File: src/design/bbn_pkg.sv
// Shared types and constants of the 3x3 edge-normalized box blur.
// Used by every module of the block; depends on nothing else.
`default_nettype none

package bbn_pkg;

  // Frame geometry
  localparam int MAX_COLS   = 128;
  localparam int COL_W      = $clog2(MAX_COLS);
  localparam int ROW_W      = 12;
  localparam int PIX_W      = 8;
  localparam int CFG_COLS_W = 8;
  localparam int CFG_ROWS_W = 13;
  localparam int MIN_COLS   = 2;
  localparam int MIN_ROWS   = 2;
  localparam int MAX_ROWS   = 4096;
  localparam int RESET_COLS = 100;
  localparam int RESET_ROWS = 100;

  // Configuration port
  localparam int ADDR_W = 3;
  localparam int DATA_W = 32;

  typedef enum logic {
    REG_FRAME_COLS,
    REG_FRAME_ROWS
  } reg_idx_e;

  // Queues between the parts
  localparam int JOB_DEPTH = 4;
  localparam int RES_DEPTH = 4;
  localparam int Q_PTR_W   = $clog2(JOB_DEPTH);
  localparam int Q_CNT_W   = Q_PTR_W + 1;
  localparam int RES_PTR_W = $clog2(RES_DEPTH);
  localparam int RES_CNT_W = RES_PTR_W + 1;

  // Arithmetic of the mean: 9 pixels of 8 bits, divide by reciprocal
  localparam int SUM_W       = 12;
  localparam int RECIP_W     = 15;
  localparam int RECIP_SHIFT = 16;
  localparam int PROD_W      = SUM_W + RECIP_W;
  localparam logic [RECIP_W-1:0] RECIP_9 = 15'd7282;
  localparam logic [RECIP_W-1:0] RECIP_3 = 15'd21846;

  // Result kinds of one input pixel, in emission order
  localparam int KIND_N = 4;
  typedef enum logic [1:0] {
    KIND_PREV_MID,   // row r-1, column c-1
    KIND_PREV_EDGE,  // row r-1, last column
    KIND_LAST_MID,   // last row, column c-1
    KIND_LAST_EDGE   // last row, last column
  } kind_e;

  typedef enum logic [1:0] {
    DIV_BY_9,
    DIV_BY_6,
    DIV_BY_4
  } div_e;

  typedef struct packed {
    logic [COL_W-1:0] last_col;
    logic [ROW_W-1:0] last_row;
    logic             restart;
  } cfg_t;

  // Window rows: 0 = two rows up, 1 = one row up, 2 = current row
  // Window columns: 0 = c-2, 1 = c-1, 2 = c
  typedef logic [2:0][2:0][PIX_W-1:0] win_t;

  typedef struct packed {
    win_t              win;
    logic [ROW_W-1:0]  row;
    logic [COL_W-1:0]  col;
    logic [KIND_N-1:0] kinds;
    logic              top_ok;
    logic              left_ok;
  } job_t;

  typedef struct packed {
    logic [PIX_W-1:0] pixel;
    logic [ROW_W-1:0] row;
    logic [COL_W-1:0] col;
    logic             last_of_burst;
    logic             last_of_frame;
  } res_t;

endpackage

`default_nettype wire

File: src/design/box_blur_3x3_edge_normalized.sv
// Top level of the streaming 3x3 box blur with edge normalization.
// Depends on bbn_pkg, bbn_regs, bbn_front, bbn_job_q and bbn_back.
//
// Pixels enter in raster order through a push/full queue port, one per clock
// while full is low. Each result is the truncated mean of the in-image 3x3
// neighbors of a pixel (9 inside, 6 on an edge, 4 at a corner) and leaves
// through an empty/pop queue port, tagged with its row and column. Results lag
// the input by one row and one column; the first row gives no results, and on
// the last row every pixel also flushes that row, so a pixel releases up to
// four results (one burst, last_of_burst on its final result; last_of_frame on
// the bottom-right pixel). The input side takes one pixel per clock while full
// is low; the output side delivers one result per clock while pop is held
// high, and the four-entry job and result queues absorb a burst of two to four
// results; on the last row, where most pixels release two results, full holds
// off the input as the job queue fills. A pixel's first result is registered
// in turn in the line buffer read, the job queue, the sum register and, after
// the divide, the result queue. The line buffer is one 128 x 16-bit memory
// read and written once per pixel; it needs no clearing. Registers: frame_cols
// at byte address 0, frame_rows at byte address 4; values out of range
// saturate (columns 2..128, rows 2..4096), and a write restarts the frame at
// row 0, column 0. Write them only while idle.
`default_nettype none

module box_blur_3x3_edge_normalized (
  input  wire logic                        clk_i,
  input  wire logic                        rst_ni,
  input  wire logic                        push,
  output logic                             full,
  input  wire logic [bbn_pkg::PIX_W-1:0]   pixel_in_i,
  output logic                             empty,
  input  wire logic                        pop,
  output logic      [bbn_pkg::PIX_W-1:0]   pixel_out_o,
  output logic      [bbn_pkg::ROW_W-1:0]   out_row_o,
  output logic      [bbn_pkg::COL_W-1:0]   out_col_o,
  output logic                             last_of_burst_o,
  output logic                             last_of_frame_o,
  input  wire logic                        psel,
  input  wire logic                        penable,
  input  wire logic                        pwrite,
  input  wire logic [bbn_pkg::ADDR_W-1:0]  paddr,
  input  wire logic [bbn_pkg::DATA_W-1:0]  pwdata,
  output logic      [bbn_pkg::DATA_W-1:0]  prdata,
  output logic                             pready
);
  import bbn_pkg::*;

  cfg_t                cfg;
  logic                jq_push, jq_pop, jq_valid;
  job_t                jq_in, jq_head;
  logic [Q_CNT_W-1:0]  jq_count;

  bbn_regs u_regs (
    .clk_i   (clk_i),
    .rst_ni  (rst_ni),
    .psel    (psel),
    .penable (penable),
    .pwrite  (pwrite),
    .paddr   (paddr),
    .pwdata  (pwdata),
    .prdata  (prdata),
    .pready  (pready),
    .cfg_o   (cfg)
  );

  bbn_front u_front (
    .clk_i      (clk_i),
    .rst_ni     (rst_ni),
    .push_i     (push),
    .full_o     (full),
    .pixel_in_i (pixel_in_i),
    .cfg_i      (cfg),
    .jq_count_i (jq_count),
    .jq_push_o  (jq_push),
    .jq_job_o   (jq_in)
  );

  bbn_job_q u_job_q (
    .clk_i   (clk_i),
    .rst_ni  (rst_ni),
    .push_i  (jq_push),
    .job_i   (jq_in),
    .pop_i   (jq_pop),
    .valid_o (jq_valid),
    .job_o   (jq_head),
    .count_o (jq_count)
  );

  bbn_back u_back (
    .clk_i           (clk_i),
    .rst_ni          (rst_ni),
    .jq_valid_i      (jq_valid),
    .jq_job_i        (jq_head),
    .jq_pop_o        (jq_pop),
    .pop_i           (pop),
    .empty_o         (empty),
    .pixel_out_o     (pixel_out_o),
    .out_row_o       (out_row_o),
    .out_col_o       (out_col_o),
    .last_of_burst_o (last_of_burst_o),
    .last_of_frame_o (last_of_frame_o)
  );

endmodule

`default_nettype wire

File: src/design/bbn_regs.sv
// Configuration registers (frame columns and rows) behind an APB-style port.
// Depends on bbn_pkg; hands the saturated geometry to the front end as cfg_t.
`default_nettype none

module bbn_regs (
  input  wire logic                         clk_i,
  input  wire logic                         rst_ni,
  input  wire logic                         psel,
  input  wire logic                         penable,
  input  wire logic                         pwrite,
  input  wire logic [bbn_pkg::ADDR_W-1:0]   paddr,
  input  wire logic [bbn_pkg::DATA_W-1:0]   pwdata,
  output logic      [bbn_pkg::DATA_W-1:0]   prdata,
  output logic                              pready,
  output bbn_pkg::cfg_t                     cfg_o
);
  import bbn_pkg::*;

  logic [CFG_COLS_W-1:0] cols_q, cols_d, cols_eff, cols_m1;
  logic [CFG_ROWS_W-1:0] rows_q, rows_d, rows_eff, rows_m1;
  logic                  wr_en;
  reg_idx_e              idx;

  assign pready = 1'b1;
  assign wr_en  = psel & penable & pwrite;
  assign idx    = reg_idx_e'(paddr[ADDR_W-1]);

  // Decode the write
  always_comb begin
    cols_d = cols_q;
    rows_d = rows_q;
    if (wr_en) begin
      unique case (idx)
        REG_FRAME_COLS: cols_d = pwdata[CFG_COLS_W-1:0];
        REG_FRAME_ROWS: rows_d = pwdata[CFG_ROWS_W-1:0];
        default: ;
      endcase
    end
  end

  always_ff @(posedge clk_i or negedge rst_ni) begin
    if (!rst_ni) begin
      cols_q <= CFG_COLS_W'(RESET_COLS);
      rows_q <= CFG_ROWS_W'(RESET_ROWS);
    end else begin
      cols_q <= cols_d;
      rows_q <= rows_d;
    end
  end

  // Read back the raw values
  always_comb begin
    unique case (idx)
      REG_FRAME_COLS: prdata = DATA_W'(cols_q);
      REG_FRAME_ROWS: prdata = DATA_W'(rows_q);
      default:        prdata = '0;
    endcase
  end

  // Saturate the geometry to the supported range
  always_comb begin
    if (cols_q < CFG_COLS_W'(MIN_COLS))      cols_eff = CFG_COLS_W'(MIN_COLS);
    else if (cols_q > CFG_COLS_W'(MAX_COLS)) cols_eff = CFG_COLS_W'(MAX_COLS);
    else                                     cols_eff = cols_q;
    if (rows_q < CFG_ROWS_W'(MIN_ROWS))      rows_eff = CFG_ROWS_W'(MIN_ROWS);
    else if (rows_q > CFG_ROWS_W'(MAX_ROWS)) rows_eff = CFG_ROWS_W'(MAX_ROWS);
    else                                     rows_eff = rows_q;
  end

  assign cols_m1 = cols_eff - CFG_COLS_W'(1);
  assign rows_m1 = rows_eff - CFG_ROWS_W'(1);

  assign cfg_o.last_col = cols_m1[COL_W-1:0];
  assign cfg_o.last_row = rows_m1[ROW_W-1:0];
  // A write restarts the frame
  assign cfg_o.restart  = wr_en;

endmodule

`default_nettype wire

File: src/design/bbn_front.sv
// Front end: takes pixels, tracks row and column, runs the line buffer and
// the 3x3 window, and classifies which results each pixel releases. Uses bbn_pkg.
`default_nettype none

module bbn_front (
  input  wire logic                          clk_i,
  input  wire logic                          rst_ni,
  input  wire logic                          push_i,
  output logic                               full_o,
  input  wire logic [bbn_pkg::PIX_W-1:0]     pixel_in_i,
  input  wire bbn_pkg::cfg_t                 cfg_i,
  input  wire logic [bbn_pkg::Q_CNT_W-1:0]   jq_count_i,
  output logic                               jq_push_o,
  output bbn_pkg::job_t                      jq_job_o
);
  import bbn_pkg::*;

  logic                  accept;
  logic [Q_CNT_W:0]      used;
  logic [ROW_W-1:0]      row_q, row_d;
  logic [COL_W-1:0]      col_q, col_d;

  // Line buffer: upper byte holds row r-2, lower byte row r-1
  logic [2*PIX_W-1:0]    line_mem [MAX_COLS];
  logic [2*PIX_W-1:0]    line_rd_q;

  logic                  f1_valid_q;
  logic [PIX_W-1:0]      f1_pix_q;
  logic [ROW_W-1:0]      f1_row_q;
  logic [COL_W-1:0]      f1_col_q;
  logic                  f1_last_row_q;
  logic                  f1_last_col_q;

  win_t                  win_q, win_d;
  logic                  has_prev, has_left;
  logic [KIND_N-1:0]     kinds;

  // Hold off input while the job queue may run out of room
  assign used   = {1'b0, jq_count_i} + {{Q_CNT_W{1'b0}}, f1_valid_q};
  assign full_o = used >= (Q_CNT_W+1)'(JOB_DEPTH);
  assign accept = push_i & ~full_o;

  // Advance the raster position
  always_comb begin
    row_d = row_q;
    col_d = col_q;
    if (cfg_i.restart) begin
      row_d = '0;
      col_d = '0;
    end else if (accept) begin
      if (col_q == cfg_i.last_col) begin
        col_d = '0;
        row_d = (row_q == cfg_i.last_row) ? '0 : row_q + ROW_W'(1);
      end else begin
        col_d = col_q + COL_W'(1);
      end
    end
  end

  always_ff @(posedge clk_i or negedge rst_ni) begin
    if (!rst_ni) begin
      row_q      <= '0;
      col_q      <= '0;
      f1_valid_q <= 1'b0;
    end else begin
      row_q      <= row_d;
      col_q      <= col_d;
      f1_valid_q <= accept;
    end
  end

  // Capture the pixel and its position for the window stage
  always_ff @(posedge clk_i) begin
    if (accept) begin
      f1_pix_q      <= pixel_in_i;
      f1_row_q      <= row_q;
      f1_col_q      <= col_q;
      f1_last_row_q <= (row_q == cfg_i.last_row);
      f1_last_col_q <= (col_q == cfg_i.last_col);
    end
  end

  // Read the column on accept, write it back in the next cycle
  always_ff @(posedge clk_i) begin
    if (accept) begin
      line_rd_q <= line_mem[col_q];
    end
    if (f1_valid_q) begin
      line_mem[f1_col_q] <= {line_rd_q[PIX_W-1:0], f1_pix_q};
    end
  end

  // Shift the window one column
  always_comb begin
    for (int i = 0; i < 3; i++) begin
      win_d[i][0] = win_q[i][1];
      win_d[i][1] = win_q[i][2];
    end
    win_d[0][2] = line_rd_q[2*PIX_W-1:PIX_W];
    win_d[1][2] = line_rd_q[PIX_W-1:0];
    win_d[2][2] = f1_pix_q;
  end

  always_ff @(posedge clk_i or negedge rst_ni) begin
    if (!rst_ni) begin
      win_q <= '0;
    end else if (f1_valid_q) begin
      win_q <= win_d;
    end
  end

  // Classify the results this pixel releases
  assign has_prev = (f1_row_q != '0);
  assign has_left = (f1_col_q != '0);

  always_comb begin
    kinds                 = '0;
    kinds[KIND_PREV_MID]  = has_prev & has_left;
    kinds[KIND_PREV_EDGE] = has_prev & f1_last_col_q;
    kinds[KIND_LAST_MID]  = has_prev & f1_last_row_q & has_left;
    kinds[KIND_LAST_EDGE] = has_prev & f1_last_row_q & f1_last_col_q;
  end

  // Queue only pixels that release something
  assign jq_push_o        = f1_valid_q & (kinds != '0);
  assign jq_job_o.win     = win_d;
  assign jq_job_o.row     = f1_row_q;
  assign jq_job_o.col     = f1_col_q;
  assign jq_job_o.kinds   = kinds;
  assign jq_job_o.top_ok  = (f1_row_q > ROW_W'(1));
  assign jq_job_o.left_ok = (f1_col_q > COL_W'(1));

endmodule

`default_nettype wire

File: src/design/bbn_job_q.sv
// Short job queue between the front end and the back end of the box blur.
// Uses bbn_pkg for the job type and depth.
`default_nettype none

module bbn_job_q (
  input  wire logic                          clk_i,
  input  wire logic                          rst_ni,
  input  wire logic                          push_i,
  input  wire bbn_pkg::job_t                 job_i,
  input  wire logic                          pop_i,
  output logic                               valid_o,
  output bbn_pkg::job_t                      job_o,
  output logic      [bbn_pkg::Q_CNT_W-1:0]   count_o
);
  import bbn_pkg::*;

  job_t                 mem_q [JOB_DEPTH];
  logic [Q_PTR_W-1:0]   wr_ptr_q, rd_ptr_q;
  logic [Q_CNT_W-1:0]   cnt_q;

  assign valid_o = (cnt_q != '0);
  assign job_o   = mem_q[rd_ptr_q];
  assign count_o = cnt_q;

  // Store the job
  always_ff @(posedge clk_i) begin
    if (push_i) begin
      mem_q[wr_ptr_q] <= job_i;
    end
  end

  // Advance the pointers and the fill count
  always_ff @(posedge clk_i or negedge rst_ni) begin
    if (!rst_ni) begin
      wr_ptr_q <= '0;
      rd_ptr_q <= '0;
      cnt_q    <= '0;
    end else begin
      if (push_i) wr_ptr_q <= wr_ptr_q + Q_PTR_W'(1);
      if (pop_i)  rd_ptr_q <= rd_ptr_q + Q_PTR_W'(1);
      cnt_q <= cnt_q + Q_CNT_W'(push_i) - Q_CNT_W'(pop_i);
    end
  end

endmodule

`default_nettype wire

File: src/design/bbn_back.sv
// Back end: expands each job into its results, sums the in-image neighbors,
// divides by 9, 6 or 4 and queues the results. Uses bbn_pkg.
`default_nettype none

module bbn_back (
  input  wire logic                          clk_i,
  input  wire logic                          rst_ni,
  input  wire logic                          jq_valid_i,
  input  wire bbn_pkg::job_t                 jq_job_i,
  output logic                               jq_pop_o,
  input  wire logic                          pop_i,
  output logic                               empty_o,
  output logic      [bbn_pkg::PIX_W-1:0]     pixel_out_o,
  output logic      [bbn_pkg::ROW_W-1:0]     out_row_o,
  output logic      [bbn_pkg::COL_W-1:0]     out_col_o,
  output logic                               last_of_burst_o,
  output logic                               last_of_frame_o
);
  import bbn_pkg::*;

  logic [KIND_N-1:0]  done_q;
  logic [KIND_N-1:0]  pending, sel_mask;
  kind_e              sel_kind;
  logic               sel_last;
  logic               issue, credit_ok;
  logic [2:0]         row_mask, col_mask;
  logic [ROW_W-1:0]   orow;
  logic [COL_W-1:0]   ocol;
  logic               lof;
  div_e               div_sel;
  logic [SUM_W-1:0]   sum;

  logic               s1_valid_q;
  logic [SUM_W-1:0]   s1_sum_q;
  div_e               s1_div_q;
  logic [ROW_W-1:0]   s1_row_q;
  logic [COL_W-1:0]   s1_col_q;
  logic               s1_lob_q;
  logic               s1_lof_q;

  logic [SUM_W-1:0]   mul_a;
  logic [RECIP_W-1:0] mul_b;
  logic [PROD_W-1:0]  prod;
  logic [PIX_W-1:0]   quot;
  res_t               res_wr;

  res_t                 res_mem_q [RES_DEPTH];
  logic [RES_PTR_W-1:0] res_wr_ptr_q, res_rd_ptr_q;
  logic [RES_CNT_W-1:0] res_cnt_q;
  logic                 res_pop;

  // Pick the next result of the head job, in emission order
  assign pending = jq_job_i.kinds & ~done_q;

  always_comb begin
    if (pending[KIND_PREV_MID])       sel_kind = KIND_PREV_MID;
    else if (pending[KIND_PREV_EDGE]) sel_kind = KIND_PREV_EDGE;
    else if (pending[KIND_LAST_MID])  sel_kind = KIND_LAST_MID;
    else                              sel_kind = KIND_LAST_EDGE;
  end

  assign sel_mask = KIND_N'(1) << sel_kind;
  assign sel_last = ((pending & ~sel_mask) == '0);

  // Issue only when the result queue surely has room
  assign credit_ok = ({1'b0, res_cnt_q} + {{RES_CNT_W{1'b0}}, s1_valid_q})
                     < (RES_CNT_W+1)'(RES_DEPTH);
  assign issue     = jq_valid_i & credit_ok;
  assign jq_pop_o  = issue & sel_last;

  always_ff @(posedge clk_i or negedge rst_ni) begin
    if (!rst_ni) begin
      done_q <= '0;
    end else if (issue) begin
      done_q <= sel_last ? '0 : (done_q | sel_mask);
    end
  end

  // Decode the neighborhood of the selected result
  always_comb begin
    unique case (sel_kind)
      KIND_PREV_MID: begin
        row_mask = {2'b11, jq_job_i.top_ok};
        col_mask = {2'b11, jq_job_i.left_ok};
        orow     = jq_job_i.row - ROW_W'(1);
        ocol     = jq_job_i.col - COL_W'(1);
        lof      = 1'b0;
      end
      KIND_PREV_EDGE: begin
        row_mask = {2'b11, jq_job_i.top_ok};
        col_mask = 3'b110;
        orow     = jq_job_i.row - ROW_W'(1);
        ocol     = jq_job_i.col;
        lof      = 1'b0;
      end
      KIND_LAST_MID: begin
        row_mask = 3'b110;
        col_mask = {2'b11, jq_job_i.left_ok};
        orow     = jq_job_i.row;
        ocol     = jq_job_i.col - COL_W'(1);
        lof      = 1'b0;
      end
      default: begin
        row_mask = 3'b110;
        col_mask = 3'b110;
        orow     = jq_job_i.row;
        ocol     = jq_job_i.col;
        lof      = 1'b1;
      end
    endcase
  end

  // Count of neighbors: full rows and full columns give 9, one short 6, both 4
  always_comb begin
    if ((&row_mask) && (&col_mask))      div_sel = DIV_BY_9;
    else if ((&row_mask) || (&col_mask)) div_sel = DIV_BY_6;
    else                                 div_sel = DIV_BY_4;
  end

  // Sum the selected window pixels
  always_comb begin
    sum = '0;
    for (int i = 0; i < 3; i++) begin
      for (int j = 0; j < 3; j++) begin
        if (row_mask[i] && col_mask[j]) begin
          sum = sum + SUM_W'(jq_job_i.win[i][j]);
        end
      end
    end
  end

  always_ff @(posedge clk_i or negedge rst_ni) begin
    if (!rst_ni) begin
      s1_valid_q <= 1'b0;
    end else begin
      s1_valid_q <= issue;
    end
  end

  always_ff @(posedge clk_i) begin
    if (issue) begin
      s1_sum_q <= sum;
      s1_div_q <= div_sel;
      s1_row_q <= orow;
      s1_col_q <= ocol;
      s1_lob_q <= sel_last;
      s1_lof_q <= lof;
    end
  end

  // Divide: by 6 as halve then multiply by 1/3, by 9 via reciprocal, by 4 as shift
  always_comb begin
    mul_a = s1_sum_q;
    mul_b = RECIP_9;
    if (s1_div_q == DIV_BY_6) begin
      mul_a = {1'b0, s1_sum_q[SUM_W-1:1]};
      mul_b = RECIP_3;
    end
  end

  assign prod = PROD_W'(mul_a) * PROD_W'(mul_b);

  always_comb begin
    case (s1_div_q) inside
      DIV_BY_4: quot = s1_sum_q[PIX_W+1:2];
      DIV_BY_6,
      DIV_BY_9: quot = prod[RECIP_SHIFT+PIX_W-1:RECIP_SHIFT];
      default:  quot = '0;
    endcase
  end

  assign res_wr.pixel         = quot;
  assign res_wr.row           = s1_row_q;
  assign res_wr.col           = s1_col_q;
  assign res_wr.last_of_burst = s1_lob_q;
  assign res_wr.last_of_frame = s1_lof_q;

  // Result queue
  assign empty_o = (res_cnt_q == '0);
  assign res_pop = pop_i & ~empty_o;

  always_ff @(posedge clk_i) begin
    if (s1_valid_q) begin
      res_mem_q[res_wr_ptr_q] <= res_wr;
    end
  end

  always_ff @(posedge clk_i or negedge rst_ni) begin
    if (!rst_ni) begin
      res_wr_ptr_q <= '0;
      res_rd_ptr_q <= '0;
      res_cnt_q    <= '0;
    end else begin
      if (s1_valid_q) res_wr_ptr_q <= res_wr_ptr_q + RES_PTR_W'(1);
      if (res_pop)    res_rd_ptr_q <= res_rd_ptr_q + RES_PTR_W'(1);
      res_cnt_q <= res_cnt_q + RES_CNT_W'(s1_valid_q) - RES_CNT_W'(res_pop);
    end
  end

  assign pixel_out_o     = res_mem_q[res_rd_ptr_q].pixel;
  assign out_row_o       = res_mem_q[res_rd_ptr_q].row;
  assign out_col_o       = res_mem_q[res_rd_ptr_q].col;
  assign last_of_burst_o = res_mem_q[res_rd_ptr_q].last_of_burst;
  assign last_of_frame_o = res_mem_q[res_rd_ptr_q].last_of_frame;

endmodule

`default_nettype wire

File: config.mk
export PLATFORM = sky130hd
export DESIGN_NAME = box_blur_3x3_edge_normalized
export DESIGN_NICKNAME = d
export VERILOG_FILES = /design/src/design/bbn_pkg.sv /design/src/design/box_blur_3x3_edge_normalized.sv /design/src/design/bbn_regs.sv /design/src/design/bbn_front.sv /design/src/design/bbn_job_q.sv /design/src/design/bbn_back.sv
export SDC_FILE = /design/constraint.sdc
export NUM_CORES = 2
export LEC_CHECK = 0
export BUFFER_PORTS_ARGS = -buffer_cell sky130_fd_sc_hd__buf_2
export CAP_MARGIN = 25
export CORE_ASPECT_RATIO = 0.8
export CORE_MARGIN = 2
export CORE_UTILIZATION = 50
export DETAILED_ROUTE_END_ITERATION = 16
export GPL_TIMING_DRIVEN = 0
export PLACE_DENSITY = 0.68
export SLEW_MARGIN = 20
export SYNTH_ARGS = -nofsm -noshare
export SYNTH_HDL_FRONTEND = slang
export SYNTH_HIERARCHICAL = 1
export SYNTH_SLANG_ARGS = --single-unit
File: constraint.sdc
create_clock -name clk_i -period 7.8 [get_ports clk_i]
set_input_delay 0.39 -clock clk_i [delete_from_list [all_inputs] [get_ports clk_i]]
set_output_delay 0.39 -clock clk_i [all_outputs]
set_load 0.005 [all_outputs]
# Word-level counts from Yosys, hierarchy flattened
# Memory sizes are Yosys's and may differ from the RTL's. A register that Yosys moved wholly into a read port is not among the register bits.
# Cells that the tools add are included.
# op_classes
add_sub_neg	24
n_mul	1
n_lt_le_gt_ge	8
n_eq_ne	6
shifts	1
muxes	41
n_bitwise	20
reduce_logical	30
# op_table
op	n
two-way mux 12 bit	16
adder 12 x 8 -> 12 bit	7
one-hot mux 32 bit (2 select lines)	1
two-way mux 7 bit	6
multiplier 12 x 15 -> 24 bit	1
two-way mux 8 bit	3
subtractor 12 x 1 -> 12 bit, second input constant	2
two-way mux 15 bit	1
subtractor 7 x 1 -> 7 bit, second input constant	2
> comparator 13 bit, second input constant	1
< comparator 13 x 2 -> 1 bit, second input constant	1
adder 12 x 1 -> 12 bit, second input constant	1
AND 1 bit	12
== test 12 bit	1
> comparator 12 x 1 -> 1 bit, second input constant	1
nonzero test 12 bit	1
two-way mux 1 bit	10
adder 8 x 8 -> 9 bit	1
adder 2 x 1 -> 2 bit, second input constant	4
adder 3 x 1 -> 4 bit	2
AND 4 bit	2
> comparator 8 bit, second input constant	1
< comparator 8 x 2 -> 1 bit, second input constant	1
NOT 4 bit	2
other kinds (30)	51
# word_totals
regBits	172
ram_bits	2552
input_bits	50
n_memories	3
# mem_list
memory	words	word_bits	read_ports	rd_clocked_by_memory_dff	write_ports	line_no	text
u_front.line_mem	128	16	1	1	1	bbn_front.sv:24	logic [2*PIX_W-1:0] line_mem [MAX_COLS];
u_job_q.mem_q	4	97	1	0	1	bbn_job_q.sv:17	job_t mem_q [JOB_DEPTH];
u_back.res_mem_q	4	29	1	0	1	bbn_back.sv:47	res_t res_mem_q [RES_DEPTH];

# Logic depth before layout (Yosys ltp)
# depth
ltp_word	26
mapped_depth	49
ltp_nobuf	46

# Modules after synthesis
# The synthesis kept the hierarchy.
# modules_own_cells
mod	n_inst	cells_each	area_each_um2
bbn_front	1	3961	83846.7
bbn_job_q	1	540	14348.8
bbn_back	1	1104	12708.4
bbn_regs	1	165	1572.8

# Worst setup path after synthesis
# OpenSTA, ideal clock, no wires.
# synth_timing
kind	register to register
from	register u_job_q.rd_ptr_q[0]
to	register u_back.s1_sum_q[11], data pin
setup_ns	0.259
arrival_ns	8.215
required_ns	7.541
setup_slack_ns	-0.674
stages_incl_launch_ff	48
n_path_buf	3
synth_period_minus_slack_ns	8.474
cell_sequence	dfrtp_1 > buf_6 > buf_12 > mux4_2 > and4b_1 > clkbuf_1 > and2_1 > ha_1 > a21o_1 > maj3_1 > xnor2_1 > nor2_1 > ha_1 > o21ai_0 > nor2_1 > nor3_1 > ha_1 > nand2_1 > [12 not listed] > a21oi_1 > nor2_1 > xnor2_1 > ha_1 > nor2b_1 > o31ai_1 > a21boi_0 > mux2_2 > ha_1 > a21boi_0 > nor2_1 > ha_1 > a21oi_1 > inv_1 > a21oi_1 > nor2_1 > and3b_1 > xnor2_1
# synth_lines
item	line_no	text
start, declared	bbn_job_q.sv:18	logic [Q_PTR_W-1:0] wr_ptr_q, rd_ptr_q;
start signal, assigned	bbn_job_q.sv:40	if (pop_i) rd_ptr_q <= rd_ptr_q + Q_PTR_W'(1);
end signal, assigned	bbn_back.sv:142	s1_sum_q <= sum;
end, declared	bbn_back.sv:34	logic [SUM_W-1:0] s1_sum_q;

==> flow_summary.json <==
{
  "hold_class": "input port to asynchronous set/reset pin",
  "yosys_most_used_dff": "edfxtp_1",
  "fin_area_sq_um": 130000,
  "placed_area_sq_um": 121000,
  "maxSlewViolCount": 0,
  "area_growth_pct": 15.9,
  "slowest_stage": "mux4_2",
  "final.setup_skew_ns": 0.0917,
  "vias_per_cell": 6.49,
  "multi_input_area_sq_um": 29600,
  "clk_pin_slew_ns": 0.06,
  "cp_slowest_stage_delay_ns": 0.52,
  "port_buffers": 71,
  "worst_pin_slew_ns": 1.31,
  "min_period_over_period_pct": 114,
  "grt_usage_pct": 28.9,
  "max_slew_margin_pct": 12.3,
  "max-cap-violations": 0,
  "worst-path-max-fanout": 7,
  "gp_congestion": 0.999,
  "synth_seq_cells": 2740,
  "finalSetupViolCount": 7,
  "dp_hpwl_um": 227000,
  "clk_latency_ns": 0.94,
  "outcome": "complete, but fails checks",
  "ys_types": 93,
  "endpoint_kind": "flip-flop",
  "critPathLaunchType": "flip-flop",
  "cts_sinks": 2740,
  "fillers": 16200,
  "drc": 0,
  "cts_buffers": 248,
  "avgSynthCellArea_sq_um": 19.5,
  "grt_setup_unrepaired": "yes",
  "grt_overflow": 0,
  "grt_pass1_wl_um": 460000,
  "cts-root-buf": "clkbuf_16",
  "setup_ws_ns": -1.07,
  "worstSetupPathType": "flip-flop to flip-flop",
  "first_pass_iters": 10,
  "post-route-min-period_ns": 8.87,
  "die_x_um": 534,
  "pin_count": 114,
  "cts_tree": "yes",
  "fmax_ghz": 0.113,
  "post-place-cells": 9061,
  "synth_cells": 5770,
  "start_util_pct": 50.3,
  "finalNetCount": 6690,
  "antenna_left": 0,
  "hold_ws_ns": 0.0228,
  "async_flop_share_pct": 3.94,
  "required_ns": 8.44,
  "cts_buffer_depth": 4,
  "row_count": 155,
  "ys_seq_area_share_pct": 72.7,
  "grt_pass1_vias": 59242,
  "drive_above_1_share_pct": 27.4,
  "hold_viol_final": 0,
  "wire_per_inst_um": 34.9,
  "cp.arrival_ns": 9.51,
  "rrSetupSlack_ns": -1.07,
  "coreArea_sq_um": 223000,
  "vias": 62458,
  "fin_cells": 9617,
  "ys_warn_count": 6,
  "violations": "setup timing",
  "htreeDepth": 4,
  "grt_max_degree": 63,
  "synth_area_sq_um": 112000,
  "regArea_sq_um": 81700,
  "synth_edf_count": 2632,
  "fp.dieH_um": 428,
  "wirelength_um": 336000,
  "first_iter_violations": 10684,
  "die_area_sq_um": 229000,
  "cp_common_cell": "ha_1",
  "antenna_found_initial": 16
}
## worst max-delay path, delay by kind of cell, from the launching register on
family	cells	cell delay, ns
fa+ha+maj	8	2.52
compound gates	16	2.06
simple gates	9	1.29
mux	3	1.01
xor+xnor	5	0.76
buf+inv	5	0.61
flops	1	0.34
## Yosys cell counts, types with 9 or more instances
library cell | n | area [sq um]
o211ai_1 | 23 | 173
ha_1 | 151 | 1890
a2111oi_0 | 9 | 78.8
or2_2 | 14 | 87.6
fa_1 | 73 | 1460
and2_1 | 50 | 313
edfxtp_1 | 2632 | 79000
nor3_1 | 32 | 160
a22oi_1 | 53 | 398
a31oi_1 | 30 | 188
o21ai_0 | 96 | 480
nand4_1 | 16 | 100
o22ai_1 | 46 | 288
buf_6 | 27 | 304
xor2_1 | 40 | 350
o21a_1 | 11 | 82.6
buf_8 | 10 | 150
o221ai_1 | 13 | 114
clkbuf_1 | 98 | 368
o21ai_1 | 15 | 75.1
nand2b_1 | 24 | 150
a21oi_1 | 103 | 515
a211oi_1 | 23 | 173
xnor2_1 | 66 | 578
buf_2 | 69 | 345
nor2b_1 | 35 | 219
a211o_1 | 10 | 87.6
dfrtp_1 | 102 | 2550
or3_1 | 16 | 100
and3_1 | 13 | 81.3
mux4_2 | 523 | 11800
a221oi_1 | 17 | 149
nor4_1 | 20 | 125
o31ai_1 | 17 | 128
nor2_1 | 259 | 972
buf_4 | 52 | 390
a21o_1 | 17 | 128
mux2_2 | 83 | 935
inv_1 | 166 | 623
nand3_1 | 40 | 200
buf_1 | 20 | 75.1
buf_12 | 14 | 280
mux2i_1 | 389 | 3890
nand2_1 | 132 | 495
mux4_1 | 11 | 289
## area by class of cell
cell class	instances	share of cell area [%]
Sequential cell	2740	62.7
Multi-Input combinational cell	2592	22.7
Clock buffer	313	5.07
Timing Repair Buffer	377	3.51
Tap cell	2983	2.86
Buffer	290	1.52
Clock inverter	139	1.06
Inverter	167	0.484
Antenna cell	16	0.0307
## cell usage in the layout (no fill, tap or decap), types with 81 or more instances in the layout
cell and instances:
buf_4 124, mux2i_1 388, clkbuf_1 122, mux2_2 81
nor2_1 130, ha_1 134, mux4_2 523, edfxtp_1 2632
a21oi_1 85, buf_8 118, dfrtp_1 102, inv_1 163
buf_2 151, clkbuf_16 249, nand2_1 128, o21ai_0 82
## metrics by stage
stage / utilization (%) / worst slack, ns / TNS (ns)
after floorplan: - / -0.404 / -1.03
after global placement: 52.2 / -1.90 / -12.21
after detailed placement: 54.1 / -2.03 / -13.54
after CTS: 58.1 / -0.899 / -4.06
after global routing: 58.3 / -1.47 / -7.89
final: 58.3 / -1.07 / -5.29
## worst paths after layout
kind                                           from                endpoint  cells after the start
worst min-delay path                         rst_ni  u_back/res_wr_ptr_q[1]                      2
max in group asynchronous                    rst_ni        u_regs/cols_q[1]                      3
worst min register to register     u_front/col_q[4]     u_front/f1_col_q[4]                      0
worst max register to register  u_job_q/rd_ptr_q[0]     u_back/s1_sum_q[11]                     46
worst max-delay path            u_job_q/rd_ptr_q[0]     u_back/s1_sum_q[11]                     46
min in group clk_i                          penable        u_front/col_q[2]                      4
## kinds of logic (layout without fill, tap and decap cells)
logic type / count (synthesis) / in the layout / synth area share, %
mux: 1006 / 1006 / 15.0
other cells: 4 / 39 / 0.0133
simple gates: 683 / 683 / 2.91
flops: 2740 / 2740 / 72.7
fa+ha+maj: 225 / 225 / 2.99
buf+inv: 457 / 1286 / 2.26
xor+xnor: 112 / 112 / 0.919
compound gates: 543 / 543 / 3.21
## state kept, by name, indices dropped and copies added, names as in the netlist, 12 cells and up
| name | count |
|---|---|
| u_back/s1_row_q | 12 |
| u_front/line_mem | 2048 |
| u_front/jq_job_o | 48 |
| u_job_q/mem_q | 388 |
| u_regs/rows_q | 13 |
| u_front/f1_row_q | 12 |
| u_back/res_mem_q | 116 |
| u_back/s1_sum_q | 12 |
| u_front/line_rd_q | 16 |
| u_front/row_q | 12 |
## repair_timing
| action | in CTS | in global routing |
|---|---|---|
| pin swaps | 62 | 43 |
| gates resized for setup | 92 | 38 |
| endpoints found under the hold margin | 139 | 0 |
| hold buffers | 24 | 0 |
| buffers inserted | 49 | 11 |
| setup endpoints to repair | 11 | 9 |
## per-layer routing
metal  wire length, um  global-route usage [%]  vias to the layer above
met5               603                   0.501                        -
met4             19000                    13.3                       22
met3             51400                    11.2                      879
met2            143000                    41.1                     4503
met1            122000                    39.5                    32499
li1                  -                       -                    24555
Power is not shown: default switching activity piles up to over one toggle a cycle in this logic, so the estimate is an artifact.
